--- src/tqcs_pkg.sv ---
// ============================================================================
// tqcs_pkg
// Shared types, constants and codes for the tandem queue coupling sampler.
// ============================================================================
`default_nettype none

package tqcs_pkg;

    // Network shape
    localparam int QUEUES = 4;
    localparam int EVENTS = 3 * QUEUES;

    // Field widths
    localparam int KIND_W    = 2;
    localparam int EV_W      = 4;
    localparam int TBL_W     = 4;
    localparam int OCC_W     = 8;
    localparam int VAL_W     = 16;
    localparam int ACC_W     = VAL_W + $clog2(EVENTS);
    localparam int REG_IDX_W = 1;
    localparam int REG_W     = 8;

    // Event code reported when nothing was applied
    localparam logic [EV_W-1:0] NO_EVENT = EV_W'(EVENTS);

    // Item kinds
    localparam logic [KIND_W-1:0] KIND_LOAD    = 2'd0;
    localparam logic [KIND_W-1:0] KIND_RESTART = 2'd1;
    localparam logic [KIND_W-1:0] KIND_DRAW    = 2'd2;

    // Register indexes
    localparam logic [REG_IDX_W-1:0] REG_CAPACITY = 1'b0;
    localparam logic [REG_IDX_W-1:0] REG_FLOOR    = 1'b1;

    // Reset values
    localparam logic [OCC_W-1:0] CAP_RESET   = 8'd100;
    localparam logic [OCC_W-1:0] FLOOR_RESET = 8'd0;
    localparam logic [OCC_W-1:0] UPPER_RESET = 8'd100;

    // Default queue depths
    localparam int MID_DEPTH_DEF = 2;
    localparam int RES_DEPTH_DEF = 2;

    typedef struct packed {
        logic [KIND_W-1:0] kind;
        logic [TBL_W-1:0]  entry_index;
        logic [VAL_W-1:0]  weight;
        logic [VAL_W-1:0]  draw;
    } item_t;

    typedef struct packed {
        logic [EV_W-1:0] event_index;
        logic            coupled;
    } result_t;

    typedef enum logic [1:0] {
        OP_NONE,
        OP_LOAD,
        OP_RESTART,
        OP_DRAW
    } op_t;

    // Classified command passed from front to back
    typedef struct packed {
        op_t              op;
        logic [TBL_W-1:0] index;
        logic [VAL_W-1:0] value;
    } cmd_t;

    typedef logic [QUEUES-1:0][OCC_W-1:0] occ_t;

endpackage

`default_nettype wire

--- src/tandem_queue_coupling_sampler.sv ---
// ============================================================================
// tandem_queue_coupling_sampler
// Coupling sampler for a tandem network of bounded queues under shared draws.
// ============================================================================
// Items enter through a push/full queue port and results leave through an
// empty/pop queue port, one result per item, in order. A load item writes one
// Q0.16 weight of the 3*QUEUES event table (arrivals, departures, transits);
// a restart item sets the lower trajectory to floor_level and the upper one
// to capacity; a draw item picks the first event whose running weight sum
// reaches the draw and applies it to both trajectories with floor and
// capacity saturation. Each result carries the event applied (3*QUEUES when
// none) and whether the trajectories are equal afterwards. An input register
// and a small command queue sit ahead of a sequencer that does the work, so
// new items are taken while a draw is still searching. In the sequencer a
// load, restart or unused item goes to report; a draw searches, applies on
// a hit and reports. The search adds one table entry per cycle through a
// single 20-bit adder and compare, which sets the rate while results can be
// reported. capacity and floor_level are written via wr_en/wr_index/wr_data;
// the user must do so only while the block is idle, which it does not check.
// ============================================================================
`default_nettype none

module tandem_queue_coupling_sampler #(
    parameter int MID_DEPTH = tqcs_pkg::MID_DEPTH_DEF,
    parameter int RES_DEPTH = tqcs_pkg::RES_DEPTH_DEF
) (
    input  wire logic                            clk,
    input  wire logic                            rst_n,
    input  wire logic                            push,
    output logic                                 full,
    input  tqcs_pkg::item_t                      request,
    output logic                                 empty,
    input  wire logic                            pop,
    output tqcs_pkg::result_t                    result,
    input  wire logic                            wr_en,
    input  wire logic [tqcs_pkg::REG_IDX_W-1:0]  wr_index,
    input  wire logic [tqcs_pkg::REG_W-1:0]      wr_data
);

    import tqcs_pkg::*;

    // Configuration registers
    logic [OCC_W-1:0] capacity_reg;
    logic [OCC_W-1:0] floor_reg;

    // Front to back command queue
    logic    mid_push;
    cmd_t    mid_wcmd;
    logic    mid_full;
    logic    mid_pop;
    cmd_t    mid_rcmd;
    logic    mid_empty;

    // Back to result queue
    logic    res_push;
    result_t res_data;
    logic    res_full;

    // Hold configuration until written; unknown indexes change nothing
    always_ff @(posedge clk or negedge rst_n)
    begin
        if (!rst_n)
        begin
            capacity_reg <= CAP_RESET;
            floor_reg    <= FLOOR_RESET;
        end
        else if (wr_en)
        begin
            case (wr_index)
                REG_CAPACITY:
                begin
                    capacity_reg <= wr_data;
                end
                REG_FLOOR:
                begin
                    floor_reg <= wr_data;
                end
                default:
                begin
                    capacity_reg <= capacity_reg;
                end
            endcase
        end
    end

    // Accept and classify items
    tqcs_front u_front (
        .clk      (clk),
        .rst_n    (rst_n),
        .push     (push),
        .request  (request),
        .full     (full),
        .mid_push (mid_push),
        .mid_cmd  (mid_wcmd),
        .mid_full (mid_full)
    );

    // Decouple classification from execution
    tqcs_fifo #(
        .WIDTH ($bits(cmd_t)),
        .DEPTH (MID_DEPTH)
    ) u_mid_fifo (
        .clk   (clk),
        .rst_n (rst_n),
        .push  (mid_push),
        .wdata (mid_wcmd),
        .full  (mid_full),
        .pop   (mid_pop),
        .rdata (mid_rcmd),
        .empty (mid_empty)
    );

    // Execute commands: table writes, restarts, search and update
    tqcs_back u_back (
        .clk         (clk),
        .rst_n       (rst_n),
        .capacity    (capacity_reg),
        .floor_level (floor_reg),
        .mid_cmd     (mid_rcmd),
        .mid_empty   (mid_empty),
        .mid_pop     (mid_pop),
        .res_push    (res_push),
        .res_data    (res_data),
        .res_full    (res_full)
    );

    // Hold finished results until popped
    tqcs_fifo #(
        .WIDTH ($bits(result_t)),
        .DEPTH (RES_DEPTH)
    ) u_res_fifo (
        .clk   (clk),
        .rst_n (rst_n),
        .push  (res_push),
        .wdata (res_data),
        .full  (res_full),
        .pop   (pop),
        .rdata (result),
        .empty (empty)
    );

endmodule

`default_nettype wire

--- src/tqcs_fifo.sv ---
// ============================================================================
// tqcs_fifo
// Small flop-based first-in first-out queue with push/full and pop/empty.
// ============================================================================
`default_nettype none

module tqcs_fifo #(
    parameter int WIDTH = 8,
    parameter int DEPTH = 2
) (
    input  wire logic             clk,
    input  wire logic             rst_n,
    input  wire logic             push,
    input  wire logic [WIDTH-1:0] wdata,
    output logic                  full,
    input  wire logic             pop,
    output logic [WIDTH-1:0]      rdata,
    output logic                  empty
);

    localparam int PTR_W = (DEPTH > 1) ? $clog2(DEPTH) : 1;
    localparam int CNT_W = $clog2(DEPTH + 1);

    logic [WIDTH-1:0] mem_reg [DEPTH];
    logic [PTR_W-1:0] wr_ptr_reg, wr_ptr_next;
    logic [PTR_W-1:0] rd_ptr_reg, rd_ptr_next;
    logic [CNT_W-1:0] count_reg, count_next;
    logic             do_push, do_pop;

    assign full    = (count_reg == CNT_W'(DEPTH));
    assign empty   = (count_reg == '0);
    assign do_push = push && !full;
    assign do_pop  = pop && !empty;
    assign rdata   = mem_reg[rd_ptr_reg];

    always_comb
    begin
        wr_ptr_next = wr_ptr_reg;
        rd_ptr_next = rd_ptr_reg;
        count_next  = count_reg;
        if (do_push)
        begin
            wr_ptr_next = (wr_ptr_reg == PTR_W'(DEPTH - 1)) ? '0 : wr_ptr_reg + 1'b1;
        end
        if (do_pop)
        begin
            rd_ptr_next = (rd_ptr_reg == PTR_W'(DEPTH - 1)) ? '0 : rd_ptr_reg + 1'b1;
        end
        if (do_push && !do_pop)
        begin
            count_next = count_reg + 1'b1;
        end
        else if (do_pop && !do_push)
        begin
            count_next = count_reg - 1'b1;
        end
    end

    always_ff @(posedge clk or negedge rst_n)
    begin
        if (!rst_n)
        begin
            wr_ptr_reg <= '0;
            rd_ptr_reg <= '0;
            count_reg  <= '0;
        end
        else
        begin
            wr_ptr_reg <= wr_ptr_next;
            rd_ptr_reg <= rd_ptr_next;
            count_reg  <= count_next;
        end
    end

    always_ff @(posedge clk)
    begin
        if (do_push)
        begin
            mem_reg[wr_ptr_reg] <= wdata;
        end
    end

    a_count_bound: assert property (@(posedge clk) disable iff (!rst_n)
        count_reg <= CNT_W'(DEPTH))
        else $error("fifo count beyond depth");

endmodule

`default_nettype wire

--- src/tqcs_front.sv ---
// ============================================================================
// tqcs_front
// Input stage: accept items, decode the kind and check the table index.
// ============================================================================
`default_nettype none

module tqcs_front (
    input  wire logic          clk,
    input  wire logic          rst_n,
    input  wire logic          push,
    input  tqcs_pkg::item_t    request,
    output logic               full,
    output logic               mid_push,
    output tqcs_pkg::cmd_t     mid_cmd,
    input  wire logic          mid_full
);

    import tqcs_pkg::*;

    logic valid_reg, valid_next;
    cmd_t cmd_reg;
    cmd_t cmd_dec;
    logic accept;

    assign full     = valid_reg && mid_full;
    assign accept   = push && !full;
    assign mid_push = valid_reg;
    assign mid_cmd  = cmd_reg;

    // Decode the item into a command; out-of-range loads become no-ops
    always_comb
    begin
        cmd_dec.op    = OP_NONE;
        cmd_dec.index = request.entry_index;
        cmd_dec.value = request.weight;
        case (request.kind)
            KIND_LOAD:
            begin
                cmd_dec.op = (request.entry_index < TBL_W'(EVENTS)) ? OP_LOAD : OP_NONE;
            end
            KIND_RESTART:
            begin
                cmd_dec.op = OP_RESTART;
            end
            KIND_DRAW:
            begin
                cmd_dec.op    = OP_DRAW;
                cmd_dec.value = request.draw;
            end
            default:
            begin
                cmd_dec.op = OP_NONE;
            end
        endcase
    end

    always_comb
    begin
        valid_next = valid_reg;
        if (accept)
        begin
            valid_next = 1'b1;
        end
        else if (valid_reg && !mid_full)
        begin
            valid_next = 1'b0;
        end
    end

    always_ff @(posedge clk or negedge rst_n)
    begin
        if (!rst_n)
        begin
            valid_reg <= 1'b0;
        end
        else
        begin
            valid_reg <= valid_next;
        end
    end

    always_ff @(posedge clk)
    begin
        if (accept)
        begin
            cmd_reg <= cmd_dec;
        end
    end

endmodule

`default_nettype wire

--- src/tqcs_back.sv ---
// ============================================================================
// tqcs_back
// Execution sequencer: weight table, cumulative search and trajectory update.
// ============================================================================
`default_nettype none

module tqcs_back (
    input  wire logic                          clk,
    input  wire logic                          rst_n,
    input  wire logic [tqcs_pkg::OCC_W-1:0]    capacity,
    input  wire logic [tqcs_pkg::OCC_W-1:0]    floor_level,
    input  tqcs_pkg::cmd_t                     mid_cmd,
    input  wire logic                          mid_empty,
    output logic                               mid_pop,
    output logic                               res_push,
    output tqcs_pkg::result_t                  res_data,
    input  wire logic                          res_full
);

    import tqcs_pkg::*;

    typedef enum logic [3:0] {
        S_IDLE   = 4'b0001,
        S_SEARCH = 4'b0010,
        S_APPLY  = 4'b0100,
        S_REPORT = 4'b1000
    } state_t;

    // Apply one event to a trajectory with floor and capacity saturation
    function automatic occ_t apply_event(
        input occ_t             q,
        input logic [EV_W-1:0]  ev,
        input logic [OCC_W-1:0] cap,
        input logic [OCC_W-1:0] flr
    );
        occ_t nq;
        logic up;
        logic down;
        nq = q;
        for (int k = 0; k < QUEUES; k++)
        begin
            up   = (ev == EV_W'(k));
            down = (ev == EV_W'(QUEUES + k));
            if (k == QUEUES - 1)
            begin
                if (ev == EV_W'(3 * QUEUES - 1))
                begin
                    down = 1'b1;
                end
            end
            else
            begin
                if (ev == EV_W'(2 * QUEUES + k))
                begin
                    down = 1'b1;
                end
            end
            if (k > 0)
            begin
                if ((ev == EV_W'(2 * QUEUES + k - 1)) && (q[k-1] > flr))
                begin
                    up = 1'b1;
                end
            end
            if (down && (q[k] > flr))
            begin
                nq[k] = q[k] - 1'b1;
            end
            else if (up && (q[k] < cap))
            begin
                nq[k] = q[k] + 1'b1;
            end
        end
        return nq;
    endfunction

    state_t           state_reg, state_next;
    logic [VAL_W-1:0] weight_reg [EVENTS];
    occ_t             lower_reg, lower_next;
    occ_t             upper_reg, upper_next;
    logic [ACC_W-1:0] acc_reg, acc_next;
    logic [VAL_W-1:0] draw_reg, draw_next;
    logic [TBL_W-1:0] idx_reg, idx_next;
    logic [EV_W-1:0]  ev_reg, ev_next;
    logic [ACC_W-1:0] acc_sum;
    logic             hit;
    logic             last;
    logic             weight_we;

    assign acc_sum = acc_reg + ACC_W'(weight_reg[idx_reg]);
    assign hit     = (acc_sum >= ACC_W'(draw_reg));
    assign last    = (idx_reg == TBL_W'(EVENTS - 1));

    assign res_data.event_index = ev_reg;
    assign res_data.coupled     = (lower_reg == upper_reg);

    always_comb
    begin
        state_next = state_reg;
        lower_next = lower_reg;
        upper_next = upper_reg;
        acc_next   = acc_reg;
        draw_next  = draw_reg;
        idx_next   = idx_reg;
        ev_next    = ev_reg;
        mid_pop    = 1'b0;
        res_push   = 1'b0;
        weight_we  = 1'b0;
        case (state_reg)
            S_IDLE:
            begin
                if (!mid_empty)
                begin
                    mid_pop    = 1'b1;
                    ev_next    = NO_EVENT;
                    state_next = S_REPORT;
                    case (mid_cmd.op)
                        OP_LOAD:
                        begin
                            weight_we = 1'b1;
                        end
                        OP_RESTART:
                        begin
                            lower_next = {QUEUES{floor_level}};
                            upper_next = {QUEUES{capacity}};
                        end
                        OP_DRAW:
                        begin
                            draw_next  = mid_cmd.value;
                            acc_next   = '0;
                            idx_next   = '0;
                            state_next = S_SEARCH;
                        end
                        default:
                        begin
                            ev_next = NO_EVENT;
                        end
                    endcase
                end
            end
            S_SEARCH:
            begin
                // Walk one cumulative weight per cycle
                acc_next = acc_sum;
                if (hit)
                begin
                    ev_next    = EV_W'(idx_reg);
                    state_next = S_APPLY;
                end
                else if (last)
                begin
                    ev_next    = NO_EVENT;
                    state_next = S_REPORT;
                end
                else
                begin
                    idx_next = idx_reg + 1'b1;
                end
            end
            S_APPLY:
            begin
                lower_next = apply_event(lower_reg, ev_reg, capacity, floor_level);
                upper_next = apply_event(upper_reg, ev_reg, capacity, floor_level);
                state_next = S_REPORT;
            end
            S_REPORT:
            begin
                if (!res_full)
                begin
                    res_push   = 1'b1;
                    state_next = S_IDLE;
                end
            end
            default:
            begin
                state_next = S_IDLE;
            end
        endcase
    end

    always_ff @(posedge clk or negedge rst_n)
    begin
        if (!rst_n)
        begin
            state_reg <= S_IDLE;
            lower_reg <= {QUEUES{FLOOR_RESET}};
            upper_reg <= {QUEUES{UPPER_RESET}};
            for (int i = 0; i < EVENTS; i++)
            begin
                weight_reg[i] <= '0;
            end
        end
        else
        begin
            state_reg <= state_next;
            lower_reg <= lower_next;
            upper_reg <= upper_next;
            if (weight_we)
            begin
                weight_reg[mid_cmd.index] <= mid_cmd.value;
            end
        end
    end

    always_ff @(posedge clk)
    begin
        acc_reg  <= acc_next;
        draw_reg <= draw_next;
        idx_reg  <= idx_next;
        ev_reg   <= ev_next;
    end

    a_search_idx: assert property (@(posedge clk) disable iff (!rst_n)
        (state_reg == S_SEARCH) |-> (idx_reg < TBL_W'(EVENTS)))
        else $error("search index past table");

    a_apply_real: assert property (@(posedge clk) disable iff (!rst_n)
        (state_reg == S_APPLY) |-> (ev_reg < NO_EVENT))
        else $error("apply without a selected event");

    a_report_done: assert property (@(posedge clk) disable iff (!rst_n)
        res_push |=> (state_reg == S_IDLE) && $stable(lower_reg) && $stable(upper_reg))
        else $error("trajectories moved after report");

endmodule

`default_nettype wire

--- config.mk ---
export PLATFORM = sky130hd
export DESIGN_NAME = tandem_queue_coupling_sampler
export DESIGN_NICKNAME = d
export VERILOG_FILES = /design/src/tqcs_pkg.sv /design/src/tandem_queue_coupling_sampler.sv /design/src/tqcs_fifo.sv /design/src/tqcs_front.sv /design/src/tqcs_back.sv
export SDC_FILE = /design/constraint.sdc
export NUM_CORES = 1
export LEC_CHECK = 0
export ABC_AREA = 1
export BUFFER_PORTS_ARGS = -buffer_cell sky130_fd_sc_hd__buf_4
export CORE_MARGIN = 4
export CORE_UTILIZATION = 39
export CTS_BUF_LIST = sky130_fd_sc_hd__clkbuf_4
export CTS_CLUSTER_DIAMETER = 60
export DETAILED_ROUTE_END_ITERATION = 12
export GPL_TIMING_DRIVEN = 0
export PLACE_DENSITY = 0.6
export SYNTH_ARGS = -nofsm -noshare
export SYNTH_HDL_FRONTEND = slang
export SYNTH_HIERARCHICAL = 1
export SYNTH_SLANG_ARGS = --single-unit
--- constraint.sdc ---
create_clock -name clk -period 4.15 [get_ports clk]
set_input_delay 0.2075 -clock clk [delete_from_list [all_inputs] [get_ports clk]]
set_output_delay 0.2075 -clock clk [all_outputs]
set_load 0.03 [all_outputs]
* Yosys cells after proc, flatten, opt, wreduce, memory -nomap -nowiden
Memory sizes are Yosys's and may differ from the RTL's. Cells that the tools add are included.
Word-level totals: memory bits (writable) 54, bits in registers 351, bits of input ports 52, output and inout port bits 7, memories kept 2, logic and storage cells 285
Memory list:
- u_mid_fifo.mem_reg | depth 2, width 22, rd ports 1, clocked after Yosys merged registers in 0, wr ports 1, line tqcs_fifo.sv:24 | logic [WIDTH-1:0] mem_reg [DEPTH];
- u_res_fifo.mem_reg | depth 2, width 5, rd ports 1, clocked after Yosys merged registers in 0, wr ports 1, line tqcs_fifo.sv:24
Operators by class: eq/ne operators 39, add/subtract/negate cells 26, multiplexer cells 90, order comparisons 21, reductions and logical operators 66, bitwise gates (word level) 4
Operators with widths (number):
- 192-bit bitwise mux | 1
- 32-bit two-way mux | 4
- 8-bit two-way mux | 16
- 32-bit case mux with 2 select lines | 2
- 8-bit by 1-bit adder with 8-bit output, second input constant | 8
- 16-bit binary-select mux with 4-bit select | 1
- 16-bit demux with 4-bit select | 1
- 8-bit > comparator | 8
- 8-bit < comparator | 8
- 16-bit two-way mux | 4
- 8-bit by 1-bit subtractor with 8-bit output, second input constant | 8
- 4-bit two-way mux | 12
- 20-bit two-way mux | 2
- 20-bit case mux with 2 select lines | 1
- 1-bit two-way mux | 38
- 1-bit logical AND | 33
- 32-bit == test | 1
- 4-bit AND reduction | 8
- 3-bit by 1-bit inequality test with 1-bit output, second input constant | 9
- 4-bit == test, second input constant | 6
- 20-bit by 16-bit adder with 20-bit output | 1
- 4-bit by 3-bit == test with 1-bit output, second input constant | 5
- 20-bit by 16-bit >= comparator with 1-bit output | 1
- 4-bit case mux with 2 select lines | 2
- 24 further kinds | 66

* Longest topological paths before layout
word-level depth 8, depth in mapped cells 31

* Modules after synthesis
The synthesis kept the hierarchy.
Modules (own cells, without submodules):
- tqcs_back | cells each 2530, area each 19990.4 um2, seq. area each 7843.8 um2, instances 1
- tqcs_fifo (u_mid_fifo) | cells each 146, area each 1840.5 um2, seq. area each 1421.4 um2, instances 1
- tqcs_front | cells each 90, area each 1007.2 um2, seq. area each 685.7 um2, instances 1
- tandem_queue_coupling_sampler | cells each 70, area each 666.9 um2, seq. area each 404.1 um2, instances 1
- tqcs_fifo (u_res_fifo) | cells each 57, area each 590.6 um2, seq. area each 400.4 um2, instances 1

* Worst setup path before layout
OpenSTA, ideal clock, no wires.
path kind flip-flop to flip-flop, from reg u_back.idx_reg[0], to reg u_back.idx_reg[0], enable pin, clock period less this slack 4.098 ns, stages on the path, launching flop included 27, library setup time 0.309 ns, data required time 3.841 ns, data arrival time 3.789 ns, setup slack 0.052 ns, cell sequence edfxtp_1 -> buf_2 -> clkinv_1 -> clkbuf_1 -> clkbuf_1 -> nor2_1 -> o22ai_1 -> o211ai_1 -> nand2_1 -> ha_1 -> fa_1 -> nand3_1 -> nand3_1 -> nand2_1 -> nand2_1 -> nand2_1 -> nand3_1 -> xnor2_1 -> inv_1 -> ha_1 -> a21oi_1 -> nor2_1 -> a211oi_1 -> nand2_1 -> nor2_1 -> nand4_1 -> nand2_1
Between the ends: cells in the longest elaborated chain, start to end 8
RTL lines:
- start, declared | line tqcs_back.sv:83 | logic [TBL_W-1:0] idx_reg, idx_next;
- start signal, assigned | line tqcs_back.sv:209 | idx_reg <= idx_next;
- 4-bit inverter with 5-bit output (implied by the code) | line tqcs_back.sv:90 | assign acc_sum = acc_reg + ACC_W'(weight_reg[idx_reg]);
- 16-bit binary-select mux with 4-bit select | line tqcs_back.sv:90
- 16-bit two-way mux (implied by the code) (2 in a row) | line tqcs_back.sv:90
- 20-bit by 16-bit adder with 20-bit output | line tqcs_back.sv:90
- via u_back.acc_sum[12] | line tqcs_back.sv:85 | logic [ACC_W-1:0] acc_sum;
- 20-bit by 16-bit >= comparator with 1-bit output | line tqcs_back.sv:91 | assign hit = (acc_sum >= ACC_W'(draw_reg));
- 2-bit inequality test (no line)
- 5-bit AND reduction (no line)
The timed path passes the listed nets, and every way through them passes these cells. The select of a mux whose other input is x is not followed. A chain may end at the register's enable or synchronous reset.

* Worst setup path in the final report
from reg u_back.idx_reg[0], to reg u_back.ev_reg[2], enable pin
Between the ends: cells in the longest elaborated chain, start to end 8
RTL lines:
- 4-bit inverter with 5-bit output (implied by the code) | line tqcs_back.sv:90
- 16-bit binary-select mux with 4-bit select | line tqcs_back.sv:90
- 16-bit two-way mux (implied by the code) (2 in a row) | line tqcs_back.sv:90
- 20-bit by 16-bit adder with 20-bit output | line tqcs_back.sv:90
- via u_back.acc_sum[11] | line tqcs_back.sv:85
- 20-bit by 16-bit >= comparator with 1-bit output | line tqcs_back.sv:91
- 3-bit by 1-bit inequality test with 1-bit output (no line)
- 3-bit AND reduction (no line)
- end signal, assigned | line tqcs_back.sv:210 | ev_reg <= ev_next;
- end, declared | line tqcs_back.sv:84 | logic [EV_W-1:0] ev_reg, ev_next;
The timed path passes the listed nets, and every way through them passes these cells. The select of a mux whose other input is x is not followed.

==> results.sh <==
export IMPL_port_buffer_count=56
export IMPL_critPathKind="reg2reg"
export IMPL_synth_xor_area_frac=0.0189
export IMPL_insertion_delay_ns=0.90
export IMPL_finalHoldViolCount=0
export IMPL_fin_crit_ns=4.49
export IMPL_endpoint_kind="flip-flop"
export IMPL_hold_depth=4
export IMPL_slew_headroom=0.368
export IMPL_net_switching_power_mw=8.23
export IMPL_crit_path_max_fanout=8
export IMPL_dr_pass1_iters=6
export IMPL_num_vias=22312
export IMPL_io_pins=59
export IMPL_power_mw=18.9
export IMPL_die_y_um=257
export IMPL_rsz0062_at_grt="yes"
export IMPL_tightest_slew_ns=0.946
export IMPL_cts_root_buf="clkbuf_4"
export IMPL_nets=3446
export IMPL_grtUsageTotal=0.237
export IMPL_syn_inst=2893
export IMPL_synth_cell_types=53
export IMPL_synthAdderAreaFrac=0.114
export IMPL_grt_max_degree=92
export IMPL_core_area_um2=60800
export IMPL_first_global_vias=21891
export IMPL_antenna_found_initial=2
export IMPL_tns_ns=-4.54
export IMPL_synth_compound_area_frac=0.163
export IMPL_synthSimpleGateAreaFrac=0.190
export IMPL_setup_viol=16
export IMPL_numClockSinks=405
export IMPL_pwr_share_comb=0.451
export IMPL_final_layout_size_suffix_gt1_frac=0.172
export IMPL_status="complete, but fails checks"
export IMPL_ys_seq_elements=405
export IMPL_htree_levels=3
export IMPL_clockBufferDepth=3
export IMPL_slew_violations=0
export IMPL_p_per_area_nw_per_um2=648
export IMPL_ant_nets=0
export IMPL_finalClockSkew_ns=0.0949
export IMPL_fp_dieArea_um2=65800
export IMPL_critical_path_reg2reg_endpoint="u_back/ev_reg[2]$_SDFFCE_PN1P_"
export IMPL_syn_nets=3160
export IMPL_dp_hpwl_um=57300
export IMPL_grt_first_pass_wirelength_um=124000
export IMPL_hold_end="capacity_reg[4]$_DFFE_PN0P_"
export IMPL_r2r_start="u_back/idx_reg[0]$_SDFFCE_PN0P_"
export IMPL_rr_worst_depth=25
export IMPL_intPower_mw=10.6
export IMPL_wl_um=79900
export IMPL_synth_area_um2=24100
export IMPL_wl_per_cell_um=19.7
export IMPL_drv_cap=0
export IMPL_drt_vias_per_instance=5.50
export IMPL_min_period_over_period=1.08
export IMPL_start_util=0.396
export IMPL_fmax_mhz=223
export IMPL_drcViolationCount=0
export IMPL_critPathLaunchType="flip-flop"
export IMPL_ir_drop_mv=0.290
export IMPL_synthMuxAreaShare=0
export IMPL_yosysSeqAreaShare=0.446
export IMPL_ys_warn_count=6
export IMPL_cp_arrival_ns=5.04
export IMPL_synth_top_family_by_area="simple AND/OR/NAND/NOR gates"
export IMPL_final_cell_mix="760 x nand2_1, 269 x dfrtp_1, 247 x inv_1"
export IMPL_hp_start="wr_data[4]"
export IMPL_seqPwrFrac=0.352
export IMPL_cts_buffers=112
export IMPL_hold_path_class="in2reg"
export IMPL_place_ws_ns=-1.49
export IMPL_syn_area_per_cell_um2=8.33
export IMPL_final_common_cell="nand2_1"
export IMPL_p_clk_frac=0.197
export IMPL_required_ns=4.70
export IMPL_core_rowCount=90
export IMPL_globalRoute_totalOverflow=0
export IMPL_largest_reg_flops=192
export IMPL_layout_area_overhead_vs_synth_pct=21.0
export IMPL_timing_final_ws_setup_ns=-0.337
export IMPL_violations="setup timing"
export IMPL_sw_frac_of_total=0.436
export IMPL_rrSetupSlack_ns=-0.34
export IMPL_drtIter0Drc=2106
export IMPL_place_gp_congestion=0.956
export IMPL_die_x_um=257
export IMPL_cts_tree="built"
export IMPL_cellLeakagePower_nw=13.7
export IMPL_path_clk_slew_ns=0.06
[metrics by stage]
stage / std cells / cell area [um2] / hold WS [ns] / utilization
2_1_floorplan: 2893 / 24100 / -0.0881 / -
3_3_place_gp: 3731 / 25500 / 0.386 / 0.419
3_5_place_dp: 3736 / 25600 / 0.130 / 0.421
4_1_cts: 4048 / 28900 / 0.0142 / 0.475
5_1_grt: 4056 / 29100 / 0.0844 / 0.479
6_report: 4056 / 29100 / 0.130 / 0.479
[logic make-up (layout without fill, tap and decap cells)]
| family | Yosys count | after routing |
|---|---|---|
| other cells | 0 | 1 |
| buf+inv | 386 | 766 |
| simple gates | 1135 | 1135 |
| compound gates | 700 | 700 |
| fa+ha+maj | 215 | 215 |
| flops | 405 | 405 |
| xor+xnor | 52 | 52 |
[layer usage]
metal / GRT usage / wire, um
met2: 0.373 / 35600
met4: 0.0903 / 2690
met1: 0.315 / 33500
met5: 0 / 13
met3: 0.0637 / 8020
[synthesized netlist by cell type (all sizes together)]
library cell,n,area share
nor3,9,0.0023
o211ai,20,0.0062
o31ai,3,0.00093
buf,47,0.014
a31o,1,0.00036
a31oi,10,0.0032
o21bai,3,0.00093
dfrtp,269,0.28
xor2,43,0.016
clkinv,2,0.00031
nor3b,6,0.0019
dfstp,16,0.017
o21a,2,0.00062
o21ai,430,0.089
nor2,227,0.036
xnor2,9,0.0033
a21oi,136,0.030
o2111ai,1,0.00036
or2,2,0.00052
o22ai,27,0.0070
o221ai,35,0.013
a21o,7,0.0022
ha,206,0.11
nor4,7,0.0031
nand3,60,0.012
a21boi,7,0.0022
edfxtp,120,0.15
a211oi,1,0.00031
a32o,11,0.0046
nand4,25,0.0065
and2,1,0.00026
and3,1,0.00026
a221oi,6,0.0022
nand2,791,0.12
fa,9,0.0075
nand3b,6,0.0019
clkbuf,72,0.011
inv,265,0.042
[area by class of cell]
type	instances	area, um2
inverter	267	1030
tap	782	978
timing repair buffer	174	1600
sequential	405	10800
multi-input combinational	2102	12500
buffer	117	805
antenna	1	2.50
fill	5742	31700
clock inverter	34	173
clock buffer	174	1310
[how the worst max path moves through the flow]
stage	to	from	slack, ns
floorplan	u_back/idx_reg[0]$_SDFFCE_PN0P_	u_back/idx_reg[0]$_SDFFCE_PN0P_	0.05
global placement	u_back/idx_reg[0]$_SDFFCE_PN0P_	u_back/idx_reg[0]$_SDFFCE_PN0P_	-1.44
detailed placement	u_back/idx_reg[2]$_SDFFCE_PN0P_	u_back/idx_reg[0]$_SDFFCE_PN0P_	-1.49
CTS	u_back/idx_reg[0]$_SDFFCE_PN0P_	u_back/idx_reg[0]$_SDFFCE_PN0P_	-0.26
global route	u_back/idx_reg[0]$_SDFFCE_PN0P_	u_back/idx_reg[0]$_SDFFCE_PN0P_	-0.56
finish	u_back/ev_reg[2]$_SDFFCE_PN1P_	u_back/idx_reg[0]$_SDFFCE_PN0P_	-0.34
[power groups by stage]
stage                     clock network [mW]  logic, mW  registers [mW]
after global placement                     0       7.05            6.57
after detailed placement                   0       7.35            6.61
after CTS                               3.84       8.10            6.58
after floorplan                            0       5.17            6.18
final                                   3.71       8.52            6.65
after global routing                    4.07       9.49            6.76
[what timing repair did]
action                     4_1_cts  5_1_grt
setup endpoints to repair       16       16
setup buffers                   27        7
hold buffers                    76        0
gates resized for setup        222       68
gates cloned                     3        0
hold endpoints to repair       258        0
pin swaps                       54       36
[worst max-delay path, cell delays in order, from the launching register on]
cell and delay, ns:
edfxtp_1 0.45, buf_6 0.18, clkinv_8 0.08, clkbuf_8 0.17
o21ai_1 0.16, o221ai_2 0.20, a32o_2 0.37, ha_4 0.33
nand2_1 0.09, inv_1 0.12, nand2_1 0.07, and2_1 0.15
nand2_2 0.11, a21oi_4 0.05, xnor2_2 0.21, ha_1 0.29
a21oi_1 0.13, o21ai_0 0.12, a21oi_2 0.14, nand2_2 0.08
nand2_1 0.07, nand2_2 0.06, nor2_4 0.19, nand2_1 0.10
nand2_2 0.09, o211ai_1 0.18
No activity file was read; power rests on OpenSTA's default activity.
